===== src/hdl/crc16rfp_pkg.sv =====
// shared types, constants and the crc byte update for the response frame parser
// no dependencies; used by every other file in hdl
package crc16rfp_pkg;

    // field widths of the channels
    localparam int BYTE_W       = 8;
    localparam int PAYLOAD_BYTES = 6;
    localparam int PAYLOAD_W    = PAYLOAD_BYTES * BYTE_W;
    localparam int LEN_W        = 3;
    localparam int RUN_W        = 4;

    // defaults and fixed limits
    localparam int MAX_PAYLOAD_DEF = 6;
    localparam int CRC_ERROR_LIMIT = 10;
    localparam logic [RUN_W-1:0] RUN_SAT = '1;

    // crc-16/modbus
    localparam logic [15:0] CRC_INIT = 16'hFFFF;
    localparam logic [15:0] CRC_POLY = 16'hA001;

    // commands with a known payload length
    localparam logic [BYTE_W-1:0] CMD_LEN6 = 8'd48;
    localparam logic [BYTE_W-1:0] CMD_LEN4 = 8'd69;
    localparam logic [BYTE_W-1:0] CMD_LEN5 = 8'd73;
    localparam logic [BYTE_W-1:0] CMD_LEN1 = 8'd95;
    localparam int EXCEPTION_BIT = 7;

    // payload lengths, compared against a 4-bit count
    localparam logic [3:0] LEN_SIX  = 4'd6;
    localparam logic [3:0] LEN_FOUR = 4'd4;
    localparam logic [3:0] LEN_FIVE = 4'd5;
    localparam logic [3:0] LEN_ONE  = 4'd1;

    // input item codes
    localparam logic ITEM_BYTE   = 1'b0;
    localparam logic ITEM_RESYNC = 1'b1;

    // configuration port
    localparam int CFG_ADDR_W = 3;
    localparam int CFG_DATA_W = 32;
    localparam int CFG_IDX_W  = CFG_ADDR_W - 2;
    localparam logic [CFG_IDX_W-1:0] REG_DEVICE_ADDRESS = '0;
    localparam logic [BYTE_W-1:0] DEVICE_ADDRESS_RESET = 8'd1;

    typedef enum logic [1:0] {
        STATUS_BUSY      = 2'd0,
        STATUS_DONE      = 2'd1,
        STATUS_CRC_ERR   = 2'd2,
        STATUS_EXCEPTION = 2'd3
    } status_t;

    typedef enum logic [2:0] {
        ST_ADDR   = 3'd0,
        ST_CMD    = 3'd1,
        ST_DATA   = 3'd2,
        ST_CRC_HI = 3'd3,
        ST_CRC_LO = 3'd4
    } hunt_state_t;

    typedef struct packed {
        logic              cmd;
        logic [BYTE_W-1:0] rx_byte;
    } item_t;

    typedef struct packed {
        status_t              status;
        logic [BYTE_W-1:0]    command;
        logic [PAYLOAD_W-1:0] payload;
        logic [LEN_W-1:0]     payload_len;
        logic                 crc_limit_hit;
    } result_t;

    // one byte through the reflected crc, eight shift steps
    function automatic logic [15:0] crc_byte(input logic [15:0] crc_in,
                                             input logic [BYTE_W-1:0] data);
        logic [15:0] crc;
        crc = crc_in ^ {8'h00, data};
        for (int i = 0; i < 8; i++)
        begin
            if (crc[0])
            begin
                crc = (crc >> 1) ^ CRC_POLY;
            end
            else
            begin
                crc = crc >> 1;
            end
        end
        return crc;
    endfunction

endpackage


===== src/hdl/crc16rfp_in_if.sv =====
// valid/ready channel carrying one received byte or a resync
// depends on crc16rfp_pkg for the field widths
interface crc16rfp_in_if;
    logic                             valid;
    logic                             ready;
    logic                             cmd;
    logic [crc16rfp_pkg::BYTE_W-1:0]  rx_byte;

    modport source (output valid, output cmd, output rx_byte, input ready);
    modport sink   (input valid, input cmd, input rx_byte, output ready);
endinterface


===== src/hdl/crc16rfp_out_if.sv =====
// valid/ready channel carrying one parser result
// depends on crc16rfp_pkg for the field widths
interface crc16rfp_out_if;
    logic                                valid;
    logic                                ready;
    logic [1:0]                          status;
    logic [crc16rfp_pkg::BYTE_W-1:0]     command;
    logic [crc16rfp_pkg::PAYLOAD_W-1:0]  payload;
    logic [crc16rfp_pkg::LEN_W-1:0]      payload_len;
    logic                                crc_limit_hit;

    modport source (output valid, output status, output command, output payload,
                    output payload_len, output crc_limit_hit, input ready);
    modport sink   (input valid, input status, input command, input payload,
                    input payload_len, input crc_limit_hit, output ready);
endinterface


===== src/hdl/crc16_response_frame_parser.sv =====
// top level of the crc-16 framed response parser
// depends on crc16rfp_pkg, both channel interfaces and the crc16rfp_* modules
//
//   port      kind           carries
//   item      valid/ready    cmd (byte or resync), rx_byte
//   result    valid/ready    status, command, payload, payload_len, crc_limit_hit
//   apb       psel/penable   device_address at byte address 0
//
// one item per clock sustained while results are taken; an item waits in the input
// register and passes the frame logic into the result register when that register
// has room, and the result register then offers the item's result on the result channel
// the limit is the per-byte crc update and state step, done combinationally
// reset clears the frame state to address hunt, crc to 0xffff and both stages empty
// a stalled result holds in the output register while the input register still
// fills, so at most two items are in flight
module crc16_response_frame_parser #(
    parameter int MAX_PAYLOAD = crc16rfp_pkg::MAX_PAYLOAD_DEF
) (
    input  logic                                 clk,
    input  logic                                 rst_n,
    crc16rfp_in_if.sink                          item,
    crc16rfp_out_if.source                       result,
    input  logic                                 psel,
    input  logic                                 penable,
    input  logic                                 pwrite,
    input  logic [crc16rfp_pkg::CFG_ADDR_W-1:0]  paddr,
    input  logic [crc16rfp_pkg::CFG_DATA_W-1:0]  pwdata,
    output logic [crc16rfp_pkg::CFG_DATA_W-1:0]  prdata,
    output logic                                 pready
);

    logic [crc16rfp_pkg::BYTE_W-1:0] device_address;
    crc16rfp_pkg::item_t             in_item;
    crc16rfp_pkg::item_t             stage_item;
    logic                            stage_valid;
    logic                            take;
    logic                            advance;
    crc16rfp_pkg::result_t           core_result;
    crc16rfp_pkg::result_t           out_result;

    // item moves into the frame logic when the result register has room
    assign advance = stage_valid && take;

    assign in_item.cmd     = item.cmd;
    assign in_item.rx_byte = item.rx_byte;

    crc16rfp_cfg u_cfg (
        .clk            (clk),
        .rst_n          (rst_n),
        .psel           (psel),
        .penable        (penable),
        .pwrite         (pwrite),
        .paddr          (paddr),
        .pwdata         (pwdata),
        .prdata         (prdata),
        .pready         (pready),
        .device_address (device_address)
    );

    crc16rfp_in_stage u_in_stage (
        .clk         (clk),
        .rst_n       (rst_n),
        .in_valid    (item.valid),
        .in_ready    (item.ready),
        .in_item     (in_item),
        .advance     (advance),
        .stage_valid (stage_valid),
        .stage_item  (stage_item)
    );

    crc16rfp_frame_core #(
        .MAX_PAYLOAD (MAX_PAYLOAD)
    ) u_frame_core (
        .clk            (clk),
        .rst_n          (rst_n),
        .advance        (advance),
        .item           (stage_item),
        .device_address (device_address),
        .result         (core_result)
    );

    crc16rfp_out_stage u_out_stage (
        .clk        (clk),
        .rst_n      (rst_n),
        .advance    (advance),
        .result     (core_result),
        .take       (take),
        .out_valid  (result.valid),
        .out_ready  (result.ready),
        .out_result (out_result)
    );

    // result channel payload
    assign result.status        = out_result.status;
    assign result.command       = out_result.command;
    assign result.payload       = out_result.payload;
    assign result.payload_len   = out_result.payload_len;
    assign result.crc_limit_hit = out_result.crc_limit_hit;

endmodule


===== src/hdl/crc16rfp_cfg.sv =====
// apb-style register port holding the device address
// depends on crc16rfp_pkg
module crc16rfp_cfg (
    input  logic                                 clk,
    input  logic                                 rst_n,
    input  logic                                 psel,
    input  logic                                 penable,
    input  logic                                 pwrite,
    input  logic [crc16rfp_pkg::CFG_ADDR_W-1:0]  paddr,
    input  logic [crc16rfp_pkg::CFG_DATA_W-1:0]  pwdata,
    output logic [crc16rfp_pkg::CFG_DATA_W-1:0]  prdata,
    output logic                                 pready,
    output logic [crc16rfp_pkg::BYTE_W-1:0]      device_address
);

    logic [crc16rfp_pkg::BYTE_W-1:0]    device_address_reg;
    logic [crc16rfp_pkg::BYTE_W-1:0]    device_address_next;
    logic [crc16rfp_pkg::CFG_IDX_W-1:0] reg_index;
    logic                               wr_transfer;

    // word index, byte lanes ignored
    assign reg_index   = paddr[crc16rfp_pkg::CFG_ADDR_W-1:2];
    assign wr_transfer = psel & penable & pwrite;
    assign pready      = 1'b1;

    // register write
    always_comb
    begin
        device_address_next = device_address_reg;
        if (wr_transfer && reg_index == crc16rfp_pkg::REG_DEVICE_ADDRESS)
        begin
            device_address_next = pwdata[crc16rfp_pkg::BYTE_W-1:0];
        end
    end

    always_ff @(posedge clk or negedge rst_n)
    begin
        if (!rst_n)
        begin
            device_address_reg <= crc16rfp_pkg::DEVICE_ADDRESS_RESET;
        end
        else
        begin
            device_address_reg <= device_address_next;
        end
    end

    // read back
    always_comb
    begin
        prdata = '0;
        if (reg_index == crc16rfp_pkg::REG_DEVICE_ADDRESS)
        begin
            prdata = {{(crc16rfp_pkg::CFG_DATA_W - crc16rfp_pkg::BYTE_W){1'b0}},
                      device_address_reg};
        end
    end

    assign device_address = device_address_reg;

endmodule


===== src/hdl/crc16rfp_in_stage.sv =====
// input register for one received item
// depends on crc16rfp_pkg
module crc16rfp_in_stage (
    input  logic                  clk,
    input  logic                  rst_n,
    input  logic                  in_valid,
    output logic                  in_ready,
    input  crc16rfp_pkg::item_t   in_item,
    input  logic                  advance,
    output logic                  stage_valid,
    output crc16rfp_pkg::item_t   stage_item
);

    logic                 valid_reg;
    logic                 valid_next;
    crc16rfp_pkg::item_t  item_reg;
    logic                 in_transfer;

    // free when empty or when the held item moves on this cycle
    assign in_ready    = !valid_reg || advance;
    assign in_transfer = in_valid && in_ready;

    always_comb
    begin
        valid_next = valid_reg;
        if (in_transfer)
        begin
            valid_next = 1'b1;
        end
        else if (advance)
        begin
            valid_next = 1'b0;
        end
    end

    always_ff @(posedge clk or negedge rst_n)
    begin
        if (!rst_n)
        begin
            valid_reg <= 1'b0;
        end
        else
        begin
            valid_reg <= valid_next;
        end
    end

    // payload capture
    always_ff @(posedge clk)
    begin
        if (in_transfer)
        begin
            item_reg <= in_item;
        end
    end

    assign stage_valid = valid_reg;
    assign stage_item  = item_reg;

endmodule


===== src/hdl/crc16rfp_frame_core.sv =====
// frame state machine, running crc, payload store and error run counter
// depends on crc16rfp_pkg; state moves once per advancing item
module crc16rfp_frame_core #(
    parameter int MAX_PAYLOAD = crc16rfp_pkg::MAX_PAYLOAD_DEF
) (
    input  logic                              clk,
    input  logic                              rst_n,
    input  logic                              advance,
    input  crc16rfp_pkg::item_t               item,
    input  logic [crc16rfp_pkg::BYTE_W-1:0]   device_address,
    output crc16rfp_pkg::result_t             result
);

    localparam int CNT_W = $clog2(MAX_PAYLOAD + 1);
    localparam int IDX_W = (MAX_PAYLOAD > 1) ? $clog2(MAX_PAYLOAD) : 1;

    crc16rfp_pkg::hunt_state_t          state_reg, state_next;
    logic [crc16rfp_pkg::BYTE_W-1:0]    command_reg, command_next;
    logic [CNT_W-1:0]                   count_reg, count_next;
    logic [15:0]                        crc_reg, crc_next;
    logic [crc16rfp_pkg::BYTE_W-1:0]    crc_hi_reg, crc_hi_next;
    logic [crc16rfp_pkg::RUN_W-1:0]     err_run_reg, err_run_next;
    logic [crc16rfp_pkg::BYTE_W-1:0]    payload_reg [MAX_PAYLOAD];

    logic [15:0]                        crc_base;
    logic [15:0]                        crc_upd;
    logic                               crc_match;
    logic                               is_byte;
    logic [CNT_W-1:0]                   count_inc;
    logic [3:0]                         count_ext;
    logic                               payload_full;
    logic                               store_wr;
    crc16rfp_pkg::status_t              status;
    logic [crc16rfp_pkg::PAYLOAD_W-1:0] packed_payload;

    // shared datapath
    assign is_byte   = (item.cmd == crc16rfp_pkg::ITEM_BYTE);
    assign crc_base  = (state_reg == crc16rfp_pkg::ST_ADDR) ? crc16rfp_pkg::CRC_INIT : crc_reg;
    assign crc_upd   = crc16rfp_pkg::crc_byte(crc_base, item.rx_byte);
    assign crc_match = ({crc_hi_reg, item.rx_byte} == crc_reg);
    assign count_inc = count_reg + CNT_W'(1);
    assign count_ext = 4'(count_inc);

    // payload length reached after this byte
    always_comb
    begin
        payload_full = 1'b0;
        if (count_inc >= CNT_W'(MAX_PAYLOAD))
        begin
            payload_full = 1'b1;
        end
        else if (command_reg[crc16rfp_pkg::EXCEPTION_BIT])
        begin
            payload_full = 1'b1;
        end
        else
        begin
            case (command_reg)
                crc16rfp_pkg::CMD_LEN6: payload_full = (count_ext >= crc16rfp_pkg::LEN_SIX);
                crc16rfp_pkg::CMD_LEN4: payload_full = (count_ext >= crc16rfp_pkg::LEN_FOUR);
                crc16rfp_pkg::CMD_LEN5: payload_full = (count_ext >= crc16rfp_pkg::LEN_FIVE);
                crc16rfp_pkg::CMD_LEN1: payload_full = (count_ext >= crc16rfp_pkg::LEN_ONE);
                default:                payload_full = 1'b0;
            endcase
        end
    end

    // frame status for this item
    always_comb
    begin
        status = crc16rfp_pkg::STATUS_BUSY;
        if (is_byte && state_reg == crc16rfp_pkg::ST_CRC_LO)
        begin
            if (!crc_match)
            begin
                status = crc16rfp_pkg::STATUS_CRC_ERR;
            end
            else if (command_reg[crc16rfp_pkg::EXCEPTION_BIT])
            begin
                status = crc16rfp_pkg::STATUS_EXCEPTION;
            end
            else
            begin
                status = crc16rfp_pkg::STATUS_DONE;
            end
        end
    end

    // next state
    always_comb
    begin
        state_next   = state_reg;
        command_next = command_reg;
        count_next   = count_reg;
        crc_next     = crc_reg;
        crc_hi_next  = crc_hi_reg;
        err_run_next = err_run_reg;
        store_wr     = 1'b0;
        if (!is_byte)
        begin
            state_next = crc16rfp_pkg::ST_ADDR;
        end
        else
        begin
            case (state_reg)
                crc16rfp_pkg::ST_ADDR:
                begin
                    if (item.rx_byte == device_address)
                    begin
                        crc_next   = crc_upd;
                        state_next = crc16rfp_pkg::ST_CMD;
                    end
                end
                crc16rfp_pkg::ST_CMD:
                begin
                    command_next = item.rx_byte;
                    crc_next     = crc_upd;
                    count_next   = '0;
                    state_next   = crc16rfp_pkg::ST_DATA;
                end
                crc16rfp_pkg::ST_DATA:
                begin
                    store_wr   = 1'b1;
                    count_next = count_inc;
                    crc_next   = crc_upd;
                    if (payload_full)
                    begin
                        state_next = crc16rfp_pkg::ST_CRC_HI;
                    end
                end
                crc16rfp_pkg::ST_CRC_HI:
                begin
                    crc_hi_next = item.rx_byte;
                    state_next  = crc16rfp_pkg::ST_CRC_LO;
                end
                crc16rfp_pkg::ST_CRC_LO:
                begin
                    if (status == crc16rfp_pkg::STATUS_CRC_ERR)
                    begin
                        if (err_run_reg != crc16rfp_pkg::RUN_SAT)
                        begin
                            err_run_next = err_run_reg + crc16rfp_pkg::RUN_W'(1);
                        end
                    end
                    else
                    begin
                        err_run_next = '0;
                    end
                    state_next = crc16rfp_pkg::ST_ADDR;
                end
                default:
                begin
                    state_next = crc16rfp_pkg::ST_ADDR;
                end
            endcase
        end
    end

    always_ff @(posedge clk or negedge rst_n)
    begin
        if (!rst_n)
        begin
            state_reg   <= crc16rfp_pkg::ST_ADDR;
            command_reg <= '0;
            count_reg   <= '0;
            crc_reg     <= crc16rfp_pkg::CRC_INIT;
            crc_hi_reg  <= '0;
            err_run_reg <= '0;
        end
        else if (advance)
        begin
            state_reg   <= state_next;
            command_reg <= command_next;
            count_reg   <= count_next;
            crc_reg     <= crc_next;
            crc_hi_reg  <= crc_hi_next;
            err_run_reg <= err_run_next;
        end
    end

    // payload store, written at the current byte count
    always_ff @(posedge clk)
    begin
        if (advance && store_wr)
        begin
            payload_reg[count_reg[IDX_W-1:0]] <= item.rx_byte;
        end
    end

    // left aligned payload, bytes past the count read as zero
    for (genvar i = 0; i < crc16rfp_pkg::PAYLOAD_BYTES; i++)
    begin : g_pack
        localparam int HI = crc16rfp_pkg::PAYLOAD_W - 1 - i * crc16rfp_pkg::BYTE_W;
        if (i < MAX_PAYLOAD)
        begin : g_used
            assign packed_payload[HI -: crc16rfp_pkg::BYTE_W] =
                (CNT_W'(i) < count_reg) ? payload_reg[i] : '0;
        end
        else
        begin : g_unused
            assign packed_payload[HI -: crc16rfp_pkg::BYTE_W] = '0;
        end
    end

    // result fields
    always_comb
    begin
        result               = '0;
        result.status        = status;
        result.crc_limit_hit = (err_run_next > crc16rfp_pkg::RUN_W'(crc16rfp_pkg::CRC_ERROR_LIMIT));
        if (status != crc16rfp_pkg::STATUS_BUSY)
        begin
            result.command     = command_reg;
            result.payload     = packed_payload;
            result.payload_len = crc16rfp_pkg::LEN_W'(count_reg);
        end
    end

endmodule


===== src/hdl/crc16rfp_out_stage.sv =====
// result register towards the output channel
// depends on crc16rfp_pkg
module crc16rfp_out_stage (
    input  logic                    clk,
    input  logic                    rst_n,
    input  logic                    advance,
    input  crc16rfp_pkg::result_t   result,
    output logic                    take,
    output logic                    out_valid,
    input  logic                    out_ready,
    output crc16rfp_pkg::result_t   out_result
);

    logic                   valid_reg;
    logic                   valid_next;
    crc16rfp_pkg::result_t  result_reg;

    // room when empty or when the held result is taken now
    assign take = !valid_reg || out_ready;

    always_comb
    begin
        valid_next = valid_reg;
        if (advance)
        begin
            valid_next = 1'b1;
        end
        else if (out_ready)
        begin
            valid_next = 1'b0;
        end
    end

    always_ff @(posedge clk or negedge rst_n)
    begin
        if (!rst_n)
        begin
            valid_reg <= 1'b0;
        end
        else
        begin
            valid_reg <= valid_next;
        end
    end

    always_ff @(posedge clk)
    begin
        if (advance)
        begin
            result_reg <= result;
        end
    end

    assign out_valid  = valid_reg;
    assign out_result = result_reg;

endmodule

===== src/flat_wrapper.sv =====
// flat-port wrapper written by rule: the top's interface ports become plain ports
module crc16_response_frame_parser_flat 
#(
    parameter int MAX_PAYLOAD = crc16rfp_pkg::MAX_PAYLOAD_DEF
)
  (clk, rst_n, psel, penable, pwrite, paddr, pwdata, prdata, pready, item_valid, item_cmd, item_rx_byte, item_ready, result_valid, result_status, result_command, result_payload, result_payload_len, result_crc_limit_hit, result_ready);
  crc16rfp_in_if item_i ();
  crc16rfp_out_if result_i ();
  input  logic clk;
  input  logic rst_n;
  input  logic psel;
  input  logic penable;
  input  logic pwrite;
  input  logic [crc16rfp_pkg::CFG_ADDR_W-1:0] paddr;
  input  logic [crc16rfp_pkg::CFG_DATA_W-1:0] pwdata;
  output logic [crc16rfp_pkg::CFG_DATA_W-1:0] prdata;
  output logic pready;
  input wire logic [$bits(item_i.valid)-1:0] item_valid;
  input wire logic [$bits(item_i.cmd)-1:0] item_cmd;
  input wire logic [$bits(item_i.rx_byte)-1:0] item_rx_byte;
  output wire logic [$bits(item_i.ready)-1:0] item_ready;
  output wire logic [$bits(result_i.valid)-1:0] result_valid;
  output wire logic [$bits(result_i.status)-1:0] result_status;
  output wire logic [$bits(result_i.command)-1:0] result_command;
  output wire logic [$bits(result_i.payload)-1:0] result_payload;
  output wire logic [$bits(result_i.payload_len)-1:0] result_payload_len;
  output wire logic [$bits(result_i.crc_limit_hit)-1:0] result_crc_limit_hit;
  input wire logic [$bits(result_i.ready)-1:0] result_ready;
  assign item_i.valid = item_valid;
  assign item_i.cmd = item_cmd;
  assign item_i.rx_byte = item_rx_byte;
  assign item_ready = item_i.ready;
  assign result_valid = result_i.valid;
  assign result_status = result_i.status;
  assign result_command = result_i.command;
  assign result_payload = result_i.payload;
  assign result_payload_len = result_i.payload_len;
  assign result_crc_limit_hit = result_i.crc_limit_hit;
  assign result_i.ready = result_ready;
  crc16_response_frame_parser #(.MAX_PAYLOAD(MAX_PAYLOAD)) u_core (.clk(clk), .rst_n(rst_n), .item(item_i), .result(result_i), .psel(psel), .penable(penable), .pwrite(pwrite), .paddr(paddr), .pwdata(pwdata), .prdata(prdata), .pready(pready));
endmodule

===== config.mk =====
export PLATFORM = sky130hd
export DESIGN_NAME = crc16_response_frame_parser_flat
export DESIGN_NICKNAME = d
export VERILOG_FILES = /design/src/hdl/crc16rfp_pkg.sv /design/src/hdl/crc16rfp_in_if.sv /design/src/hdl/crc16rfp_out_if.sv /design/src/hdl/crc16_response_frame_parser.sv /design/src/hdl/crc16rfp_cfg.sv /design/src/hdl/crc16rfp_in_stage.sv /design/src/hdl/crc16rfp_frame_core.sv /design/src/hdl/crc16rfp_out_stage.sv /design/src/flat_wrapper.sv
export SDC_FILE = /design/constraint.sdc
export NUM_CORES = 1
export LEC_CHECK = 0
export BUFFER_PORTS_ARGS = -buffer_cell sky130_fd_sc_hd__buf_2
export CORE_UTILIZATION = 55
export DETAILED_ROUTE_END_ITERATION = 12
export PLACE_DENSITY = 0.8
export SYNTH_ARGS = -nofsm -noshare
export SYNTH_HDL_FRONTEND = slang
export SYNTH_SLANG_ARGS = --single-unit

===== constraint.sdc =====
create_clock -name clk -period 3.5 [get_ports clk]
set_input_delay 0.175 -clock clk [delete_from_list [all_inputs] [get_ports clk]]
set_output_delay 0.175 -clock clk [all_outputs]
set_load 0.05 [all_outputs]

# Word-level counts from Yosys, hierarchy flattened

Memories as Yosys holds them, arrays and structs flattened. A register that Yosys moved wholly into a read port is not among the register bits.
Index checks and enable logic that the tools add are counted.

Memories: 1
Register bits: 75
Bits of input ports: 51
Word-level logic and storage cells: 126
Memory bits (writable): 48

Add/sub/neg operators: 2
Reductions and logical operators: 33
Order comparisons: 12
Multiplexer cells: 35
Bitwise operators: 13
Eq/ne operators: 15

Memories:

| name                            | words | bits a word | rd ports | clocked after Yosys merged registers in | write ports | line                      | source |
|---|---|---|---|---|---|---|---|
| u_core.u_frame_core.payload_reg | 6     | 8           | 6        | 6                                       | 1           | crc16rfp_frame_core.sv:23 | `logic [crc16rfp_pkg::BYTE_W-1:0] payload_reg [MAX_PAYLOAD];` |

Operators by type and width:

| kind                                                                | number |
|---|---|
| 16-bit two-way mux                                                  | 10 |
| 16-bit one-hot mux with 2 select lines                              | 1 |
| 8-bit by 7-bit == test with 1-bit output, second input constant     | 3 |
| 2-bit inverter with 3-bit output                                    | 8 |
| 16-bit == test                                                      | 1 |
| 4-bit two-way mux                                                   | 4 |
| 16-bit by 8-bit bitwise XOR with 16-bit output                      | 1 |
| 3-bit >= comparator, second input constant                          | 4 |
| 3-bit one-hot mux with 4 select lines                               | 1 |
| 2-bit AND reduction                                                 | 6 |
| 3-bit AND reduction                                                 | 4 |
| 1-bit two-way mux                                                   | 10 |
| 2-bit nonzero test                                                  | 5 |
| 3-bit two-way mux                                                   | 3 |
| 8-bit by 6-bit == test with 1-bit output, second input constant     | 1 |
| 8-bit == test                                                       | 1 |
| 1-bit logical NOT                                                   | 8 |
| 8-bit two-way mux                                                   | 1 |
| 3-bit by 2-bit == test with 1-bit output, second input constant     | 2 |
| 1-bit by 3-bit < comparator with 1-bit output, first input constant | 2 |
| 2-bit by 3-bit < comparator with 1-bit output, first input constant | 2 |
| 3-bit < comparator, first input constant                            | 2 |
| 2-bit two-way mux                                                   | 3 |
| 3-bit one-hot mux with 2 select lines                               | 1 |
| 19 further kinds                                                    | 26 |

# Logic depth before layout (Yosys ltp)

Gate-level depths: netlist of run 1.

Word-level depth: 21
Depth in mapped cells: 8
Mapped depth without buffers: 8

# Modules after synthesis

A second synthesis of run 1 with hierarchy kept.

Cell total of the unflattened synthesis: 519
Area total of the unflattened synthesis: 7348.3 sq um

By module, submodules not included:

| module                      | seq. area each (sq um) | area each (sq um) | times used | cells an instance |
|---|---|---|---|---|
| crc16rfp_frame_core         | 2512.4                 | 4528.1            | 1          | 388 |
| crc16rfp_out_stage          | 1886.8                 | 1909.3            | 1          | 65 |
| crc16rfp_cfg                | 201.4                  | 580.6             | 1          | 52 |
| crc16rfp_in_stage           | 295.3                  | 324.1             | 1          | 13 |
| crc16_response_frame_parser | 0.0                    | 6.3               | 1          | 1 |

# Worst setup path before layout of run 1

Ideal clock, no wire load.

Path type: register -> register
From: register u_core.u_out_stage.valid_reg (netlist: u_core.u_out_stage.out_valid)
To: memory u_core.u_frame_core.payload_reg[0][0] (netlist bit) (enable)
Clock period less this slack: 2.794 ns
Cell stages (with the launch flop): 5
Library setup time: 0.395 ns
Data arrival time: 2.400 ns
Required time: 3.105 ns
Setup slack: 0.706 ns
Cell sequence: dfrtp_1 -> nor2b_1 -> nor4b_1 -> nand3b_1 -> nor4_1

Longest elaborated chain between the ends: 6

RTL lines:

| item                                    | line                              | source |
|---|---|---|
| start, declared                         | crc16rfp_out_stage.sv:14          | `logic valid_reg;` |
| start signal, assigned                  | crc16rfp_out_stage.sv:42          | `valid_reg <= valid_next;` |
| 1-bit logical NOT                       | crc16rfp_out_stage.sv:19          | `assign take = !valid_reg \|\| out_ready;` |
| 1-bit logical OR                        | crc16rfp_out_stage.sv:19          |  |
| 1-bit logical AND                       | crc16_response_frame_parser.sv:42 | `assign advance = stage_valid && take;` |
| 1-bit logical AND                       | crc16rfp_frame_core.sv:184        | `if (advance && store_wr)` |
| 1-bit two-way mux                       | crc16rfp_frame_core.sv:184        |  |
| 1-bit two-way mux (implied by the code) | crc16rfp_frame_core.sv:186        | `payload_reg[count_reg[IDX_W-1:0]] <= item.rx_byte;` |
| end, declared                           | crc16rfp_frame_core.sv:23         |  |

No other way between the ends.

# Worst setup path in the final report of run 1

From: register u_core.u_frame_core.count_reg[1]
To: register u_core.u_frame_core.state_reg[0]

Longest elaborated chain between the ends: 7
Elaborated cells on any way between the ends: 11
Those cells by class: 1 x add/sub; 5 x order compare; 1 x eq/ne; 3 x mux; 1 x reduce/logical

RTL lines:

| item                                                                         | line                       | source |
|---|---|---|
| start, declared                                                              | crc16rfp_frame_core.sv:19  | `logic [CNT_W-1:0] count_reg, count_next;` |
| start signal, assigned                                                       | crc16rfp_frame_core.sv:174 | `count_reg <= count_next;` |
| 3-bit by 1-bit adder with 3-bit output *                                     | crc16rfp_frame_core.sv:41  | `assign count_inc = count_reg + CNT_W'(1);` |
| 3-bit by 1-bit >= comparator with 1-bit output, or another cell as far along | crc16rfp_frame_core.sv:62  | `crc16rfp_pkg::CMD_LEN1: payload_full = (count_ext >= crc16rfp_pkg::LEN_ONE);` |
| 1-bit one-hot mux with 4 select lines                                        | crc16rfp_frame_core.sv:58  | `case (command_reg)` |
| 1-bit two-way mux                                                            | crc16rfp_frame_core.sv:52  | `else if (command_reg[crc16rfp_pkg::EXCEPTION_BIT])` |
| 1-bit two-way mux *                                                          | crc16rfp_frame_core.sv:48  | `if (count_inc >= CNT_W'(MAX_PAYLOAD))` |
| 3-bit by 2-bit != test with 1-bit output (no line) *                         | n/a                        |  |
| 3-bit AND reduction (no line) *                                              | n/a                        |  |
| end signal, assigned                                                         | crc16rfp_frame_core.sv:163 | `state_reg <= crc16rfp_pkg::ST_ADDR;` |
| end signal, assigned                                                         | crc16rfp_frame_core.sv:172 | `state_reg <= state_next;` |
| end, declared                                                                | crc16rfp_frame_core.sv:17  | `crc16rfp_pkg::hunt_state_t state_reg, state_next;` |

Mark *: on every way between the ends. The rest lies on a longest branch, timed or not.
A chain may end at the register's enable or synchronous reset.

==> metrics, run 1 <==
status=complete, no violations; MaxCap Viol Count=0; largest net degree at the start of global routing=34; layout cell share with drive strength beyond 1=28.5%; number of synthesized flops with an enable pin=119; dpl hpwl=9170 um; routability cong.=0.865; Setup crit start kind=flop; TritonCTS clock tree=done; CTS clock-pin slew for the worst setup and hold paths=0.06 ns; Worst R2R Setup Slack=0.79 ns; post-synth top area share=49.3%; main flop type after synthesis=edfxtp_1; starting DRC count in detailed routing=290; max frequency=369 MHz; worst path required time=3.80 ns; Final WS setup=0.787 ns; Row Count=41; via-per-instance ratio=5.29; cell taking the most area after synthesis=edfxtp_1; Max clock buf depth=2; Seq/Total Area, Yosys=67.5%; first-pass GRT wire length=21,300 um; initial antenna violation count=0; Setup-failing EPs final=0; ys async rst share=30.4%; Final Max Slew Viols=0; DIE AREA=13,600 um2; Pwr Density=639 nW/um2; die width=117 um; number of flip-flops in the largest register=62; Post-Route WL=13,800 um; crit-path cells=inv_1 -> ha_1 -> nor3b_1 -> o21ai_0 -> a21oi_1 -> a2111oi_0 -> o21ai_0 -> o41ai_1; Clock Sinks=171; Netlist cell types=57; Clk Latency, worst-skew pair=0.42 ns; Max VDD drop=0.000343 V; Synth Warn #=0; Synth Cell Area=7250 um2; Tightest Hold Check Type=in2reg; drt pass-1 iters=5; CP delay by family, top=compound AO/OA/AOI/OAI gates; # diodes=0; Worst Setup Path Type=reg2reg; most frequent CP cell=o21ai_0; top cells by area, synth=edfxtp_1, dfrtp_1, dfstp_2; post-CTS setup buffers=0; Fin. Hold Viols=0; Port Buf Inserts=96; most frequent cells after synthesis=edfxtp_1, and2_1, dfrtp_1; Sum Neg Setup Slack=0 ns; top-count cell post-synth=edfxtp_1; P&R area growth vs syn=19.3%; worst-case clock skew=0.00871 ns; Die Ht=117 um; CP bufs+invs=1; cell at the slowest stage of the critical path=dfrtp_1; CTS Buf Count=17; post-layout power=5520 uW; crit path time final=2.71 ns; Final Cell Area=8650 um2; Max stage delay on crit path=0.64 ns; vias in the first global route=4,204; Via Count=4,378; DRC Markers=0; critical path arrival=3.02 ns; RSZ-0062 raised after global routing=no; endpoint type of the worst setup path=flop; Pleak=0.00357 uW; Tot GR Track Use=21.5%; Rel. slew slack=38.3%; crit share post-route=77.5%; CTS root buffer=clkbuf_16; critical path fanouts, max=17; Ports=148; dpl ws=0.806 ns; nets=697; Core Region=12,700 um2; Worst Tran Pin Value=0.913 ns; Mapped Cells=516; synthesized flop and latch total=171; Post-DP Area=7860 um2; Initial Util=57.0%; mean area per synthesized cell=14.0 um2; Routed Antenna Nets=0; CTS H-tree lvls=4; DR WL/cell=16.7 um; GRT overflow=0
[placed cells by master (no fill, tap or decap), drive strengths merged, types with 8 or more instances in the layout]
cell type    netlist  routed
and3              17      17
mux2              24      24
nor2b             17      17
dfstp             17      17
nand2             23      23
xor2              21      21
nor2              25      25
clkbuf            13      19
edfxtp           119     119
dlygate4sd3        0      19
conb               2      25
dfrtp             35      35
o21ai             20      20
xnor2             24      24
and2              37      37
buf               31     109
nor4               8       8
[worst register-to-register path: stages, from the launching register on]
cell,delay (ns)
dfrtp_1,0.64
inv_1,0.21
ha_1,0.36
nor3b_1,0.07
o21ai_0,0.16
a21oi_1,0.09
a2111oi_0,0.55
o21ai_0,0.23
o41ai_1,0.29
[cells by family after synthesis]
family	synth area share, %
multiplexers	3.87
buffers and inverters	3.95
XOR/XNOR	5.76
AND/OR/NAND/NOR	12.4
AO/OA/AOI/OAI	5.64
adder cells (fa/ha/maj)	0.690
other	0.104
flip-flops	67.5
[per-stage QoR]
| step | instances | hold WS, ns | utilization, % |
|---|---|---|---|
| final | 827 | 0.0582 | 68.0 |
| after CTS | 827 | 0.0464 | 68.0 |
| after floorplan | 539 | -0.121 | - |
| after detailed placement | 776 | 0.226 | 61.8 |
| after global placement | 776 | 0.214 | 61.8 |
| after global routing | 827 | 0.0718 | 68.0 |
[metal layers]
metal	up-vias	share of wire, %	wire length (um)	track usage (%)
met1	2128	42	5840	26.3
met3	24	4.7	654	4.53
met4	0	1.8	247	10.3
li1	2069	-	-	-
met5	-	0	0	0
met2	157	51	7040	36.8
[cell type report]
class | instances | area [um2]
Clock buffer | 19 | 433
Clock inverter | 13 | 166
Fill cell | 905 | 4080
Inverter | 4 | 15.0
Multi-Input combinational cell | 320 | 2150
Sequential cell | 171 | 4900
Tap cell | 172 | 215
Timing Repair Buffer | 128 | 768
[power by group]
group	total, uW	switching (uW)	internal [uW]
Sequential	2730	256	2470
Clock	1890	757	1130
Combinational	912	565	346
Total	5520	1580	3940
[final timing paths]
path                                                              startpoint                                           end  depth (start not counted)
worst max-delay path            u_core.u_frame_core.count_reg[1]$_DFFE_PN0P_  u_core.u_frame_core.state_reg[0]$_DFFE_PN0P_                          8
worst min-delay path                                            result_ready      u_core.u_out_stage.out_valid$_DFFE_PN0P_                          3
worst max register to register  u_core.u_frame_core.count_reg[1]$_DFFE_PN0P_  u_core.u_frame_core.state_reg[0]$_DFFE_PN0P_                          8
worst min register to register   u_core.u_frame_core.crc_reg[15]$_DFFE_PN1P_   u_core.u_frame_core.crc_reg[15]$_DFFE_PN1P_                          2
max in group asynchronous                                              rst_n    u_core.u_frame_core.crc_reg[1]$_DFFE_PN1P_                          3
min in group asynchronous                                              rst_n    u_core.u_cfg.device_address[4]$_DFFE_PN0P_                          2
[timing repair]
action                                  CTS  global route
hold endpoints to repair                 36             0
resized for setup                         0             0
hold buffers                             19             0
endpoints found under the setup margin    0             0
No activity file was read; power rests on OpenSTA's default activity.
==> inputs of run 2 (changes only) <==
--- a/config.mk
+++ b/config.mk
@@ -6,9 +6,9 @@
 export NUM_CORES = 1
 export LEC_CHECK = 0
 export BUFFER_PORTS_ARGS = -buffer_cell sky130_fd_sc_hd__buf_2
-export CORE_UTILIZATION = 55
+export CORE_UTILIZATION = 49
 export DETAILED_ROUTE_END_ITERATION = 12
-export PLACE_DENSITY = 0.8
+export PLACE_DENSITY = 0.75
 export SYNTH_ARGS = -nofsm -noshare
 export SYNTH_HDL_FRONTEND = slang
 export SYNTH_SLANG_ARGS = --single-unit
==> constraint.sdc (replaced) <==
create_clock -name clk -period 2.3 [get_ports clk]
set_input_delay 0.115 -clock clk [delete_from_list [all_inputs] [get_ports clk]]
set_output_delay 0.115 -clock clk [all_outputs]
set_load 0.05 [all_outputs]
==> run 2 against run 1 <==
  * Wire length rose by 12%
  * Global-route usage down 0.43 points
  * Sequential power grew 50%
  * Critical path depth is 1 lower
  * Highest routed layer unchanged
  * Non-clock buffer count rose by 48
==> metrics, run 2 (synthesized netlist as in run 1, its figures left out) <==
Core Region=14,500 um2 (+14%); Via Count=4,613 (+5.4%); Rel. slew slack=55.8% (+18 points); Hold Startpoint=pwrite; DRC Markers=0 (unchanged); initial antenna violation count=0 (unchanged); Final Max Slew Viols=0 (unchanged); number of flip-flops in the largest register=62 (unchanged); via-per-instance ratio=5.20 (-1.8%); CTS H-tree lvls=4 (unchanged); Max stage delay on crit path=0.42 ns (-0.22 ns); fillcell total=1,057 (+17%); DR WL/cell=17.4 um (+4.3%); DIE AREA=15,300 um2 (+12%); max frequency=444 MHz (+20%); most frequent cells in the layout=edfxtp_1, buf_2, buf_4, and2_1, dfrtp_1; footprint of the multi-input gates=2310 um2 (+7.3%); cell at the slowest stage of the critical path=dfrtp_1; starting DRC count in detailed routing=286 (-1.4%); first-pass GRT wire length=23,300 um (+9.3%); crit-path cells=buf_4 -> or3_4 -> and3_4 -> a211o_1 -> a211o_1 -> a211oi_1 -> o32ai_2; Max VDD drop=0.000560 V (+63%); worst-case clock skew=0.00830 ns (-0.000414 ns); Final Cell Area=9190 um2 (+6.3%); nets=745 (+6.9%); Setup-failing EPs final=0 (unchanged); TritonCTS clock tree=done; Pwr Density=947 nW/um2 (+48%); critical path fanouts, max=6 (-11); routability cong.=0.890 (+2.9%); MaxCap Viol Count=0 (unchanged); Ports=148 (unchanged); Worst Setup Path Type=reg2reg; Post-DP Area=8210 um2 (+4.5%); CP bufs+invs=1 (unchanged); CTS root buffer=clkbuf_16; Port Buf Inserts=96 (unchanged); crit path time final=2.25 ns (-0.459 ns); Row Count=44 (+7.3%); CTS clock-pin slew for the worst setup and hold paths=0.07 ns (about the same); Post-Route WL=15,400 um (+12%); vias in the first global route=4,475 (+6.4%); drt pass-1 iters=4 (-1); Pleak=0.00383 uW (+7.2%); Routed Antenna Nets=0 (unchanged); critical path arrival=2.61 ns (-0.41 ns); Max clock buf depth=2 (unchanged); register area=4900 um2 (about the same); CP delay by family, top=compound AO/OA/AOI/OAI gates; Initial Util=50.1% (-6.9 points); CTS Buf Count=17 (unchanged); RSZ-0062 raised after global routing=yes; GRT overflow=0 (unchanged); Die Ht=124 um (+5.8%); Tot GR Track Use=21.1% (-0.43 points); status=complete, no violations; dpl hpwl=10,500 um (+15%); Sum Neg Setup Slack=0 ns (unchanged); RR Startpoint=u_core.u_frame_core.state_reg[2]$_DFFE_PN0P_; Setup crit start kind=flop; most common cell after layout, fill and taps aside=edfxtp_1; # diodes=0 (unchanged); Clock Sinks=171 (unchanged); Worst Tran Pin Value=0.662 ns (-0.251 ns); largest net degree at the start of global routing=53 (+56%); worst path required time=2.65 ns (-1.15 ns); die width=124 um (+5.8%); crit share post-route=98.0% (+20 points); Clk Latency, worst-skew pair=0.43 ns (about the same); layout cell share with drive strength beyond 1=36.6% (+8.0 points); endpoint type of the worst setup path=flop; Fin. Hold Viols=0 (unchanged); CP startpoint=u_core.u_frame_core.state_reg[2]$_DFFE_PN0P_; Tightest Hold Check Type=in2reg; P&R area growth vs syn=26.7%; most frequent CP cell=a211o_1
-- run 2: final cells by class --
cell class | count | area share (%)
Clock inverter | 14 | 1.74
Timing Repair Buffer | 176 | 12.4
Clock buffer | 18 | 4.67
Inverter | 4 | 0.204
Multi-Input combinational cell | 320 | 25.1
Tap cell | 184 | 2.51
Sequential cell | 171 | 53.3
-- run 2: per-layer routing --
layer  GRT usage [%]  up-vias  share of wire (%)
li1                -     2167                  -
met4            8.89        0                1.5
met5               0        -                  0
met1            25.6     2276                 41
met3            4.58       21                5.2
met2            36.4      149                 52
-- run 2: stage by stage --
stage / setup slack [ns] / util, % / cells / hold WS [ns] / power, uW
final: 0.0457 / 63.5 / 887 / 0.331 / 8700
after global routing: -0.0199 / 63.5 / 887 / 0.349 / 9040
after CTS: -0.0245 / 62.4 / 881 / 0.323 / 8580
after detailed placement: -0.124 / 56.7 / 827 / 0.286 / 5700
after global placement: -0.0617 / 56.7 / 827 / 0.269 / 5640
after floorplan: 0.0100 / - / 539 / -0.181 / 5240
-- run 2: worst paths after layout --
check	to	slack, ns	cells after the start
worst min-delay path	u_core.u_cfg.device_address[6]$_DFFE_PN0P_	0.33	3
min in group asynchronous	u_core.u_cfg.device_address[5]$_DFFE_PN0P_	0.35	3
worst max-delay path	u_core.u_frame_core.crc_reg[0]$_DFFE_PN1P_	0.05	7
worst min register to register	u_core.u_frame_core.crc_reg[15]$_DFFE_PN1P_	0.50	2
worst max register to register	u_core.u_frame_core.crc_reg[0]$_DFFE_PN1P_	0.05	7
max in group asynchronous	u_core.u_out_stage.out_valid$_DFFE_PN0P_	1.48	3
-- run 2: what timing repair did --
action,in CTS,in global routing
hold buffers,20,0
pin swaps,0,7
endpoints found under the hold margin,54,0
cloned,0,0
setup buffers,2,6
resized for setup,3,21
endpoints found under the setup margin,7,11
-- run 2: worst register-to-register path, delay by kind of cell, from the launching register on --
family / cells / cell delay [ns]
flops: 1 / 0.42
simple gates: 2 / 0.58
buf+inv: 1 / 0.18
compound gates: 4 / 1.00
-- run 2: report_power, final --
group          internal, uW  switching (uW)
clock network          1620            1210
logic                   708            1080
registers              3760             328
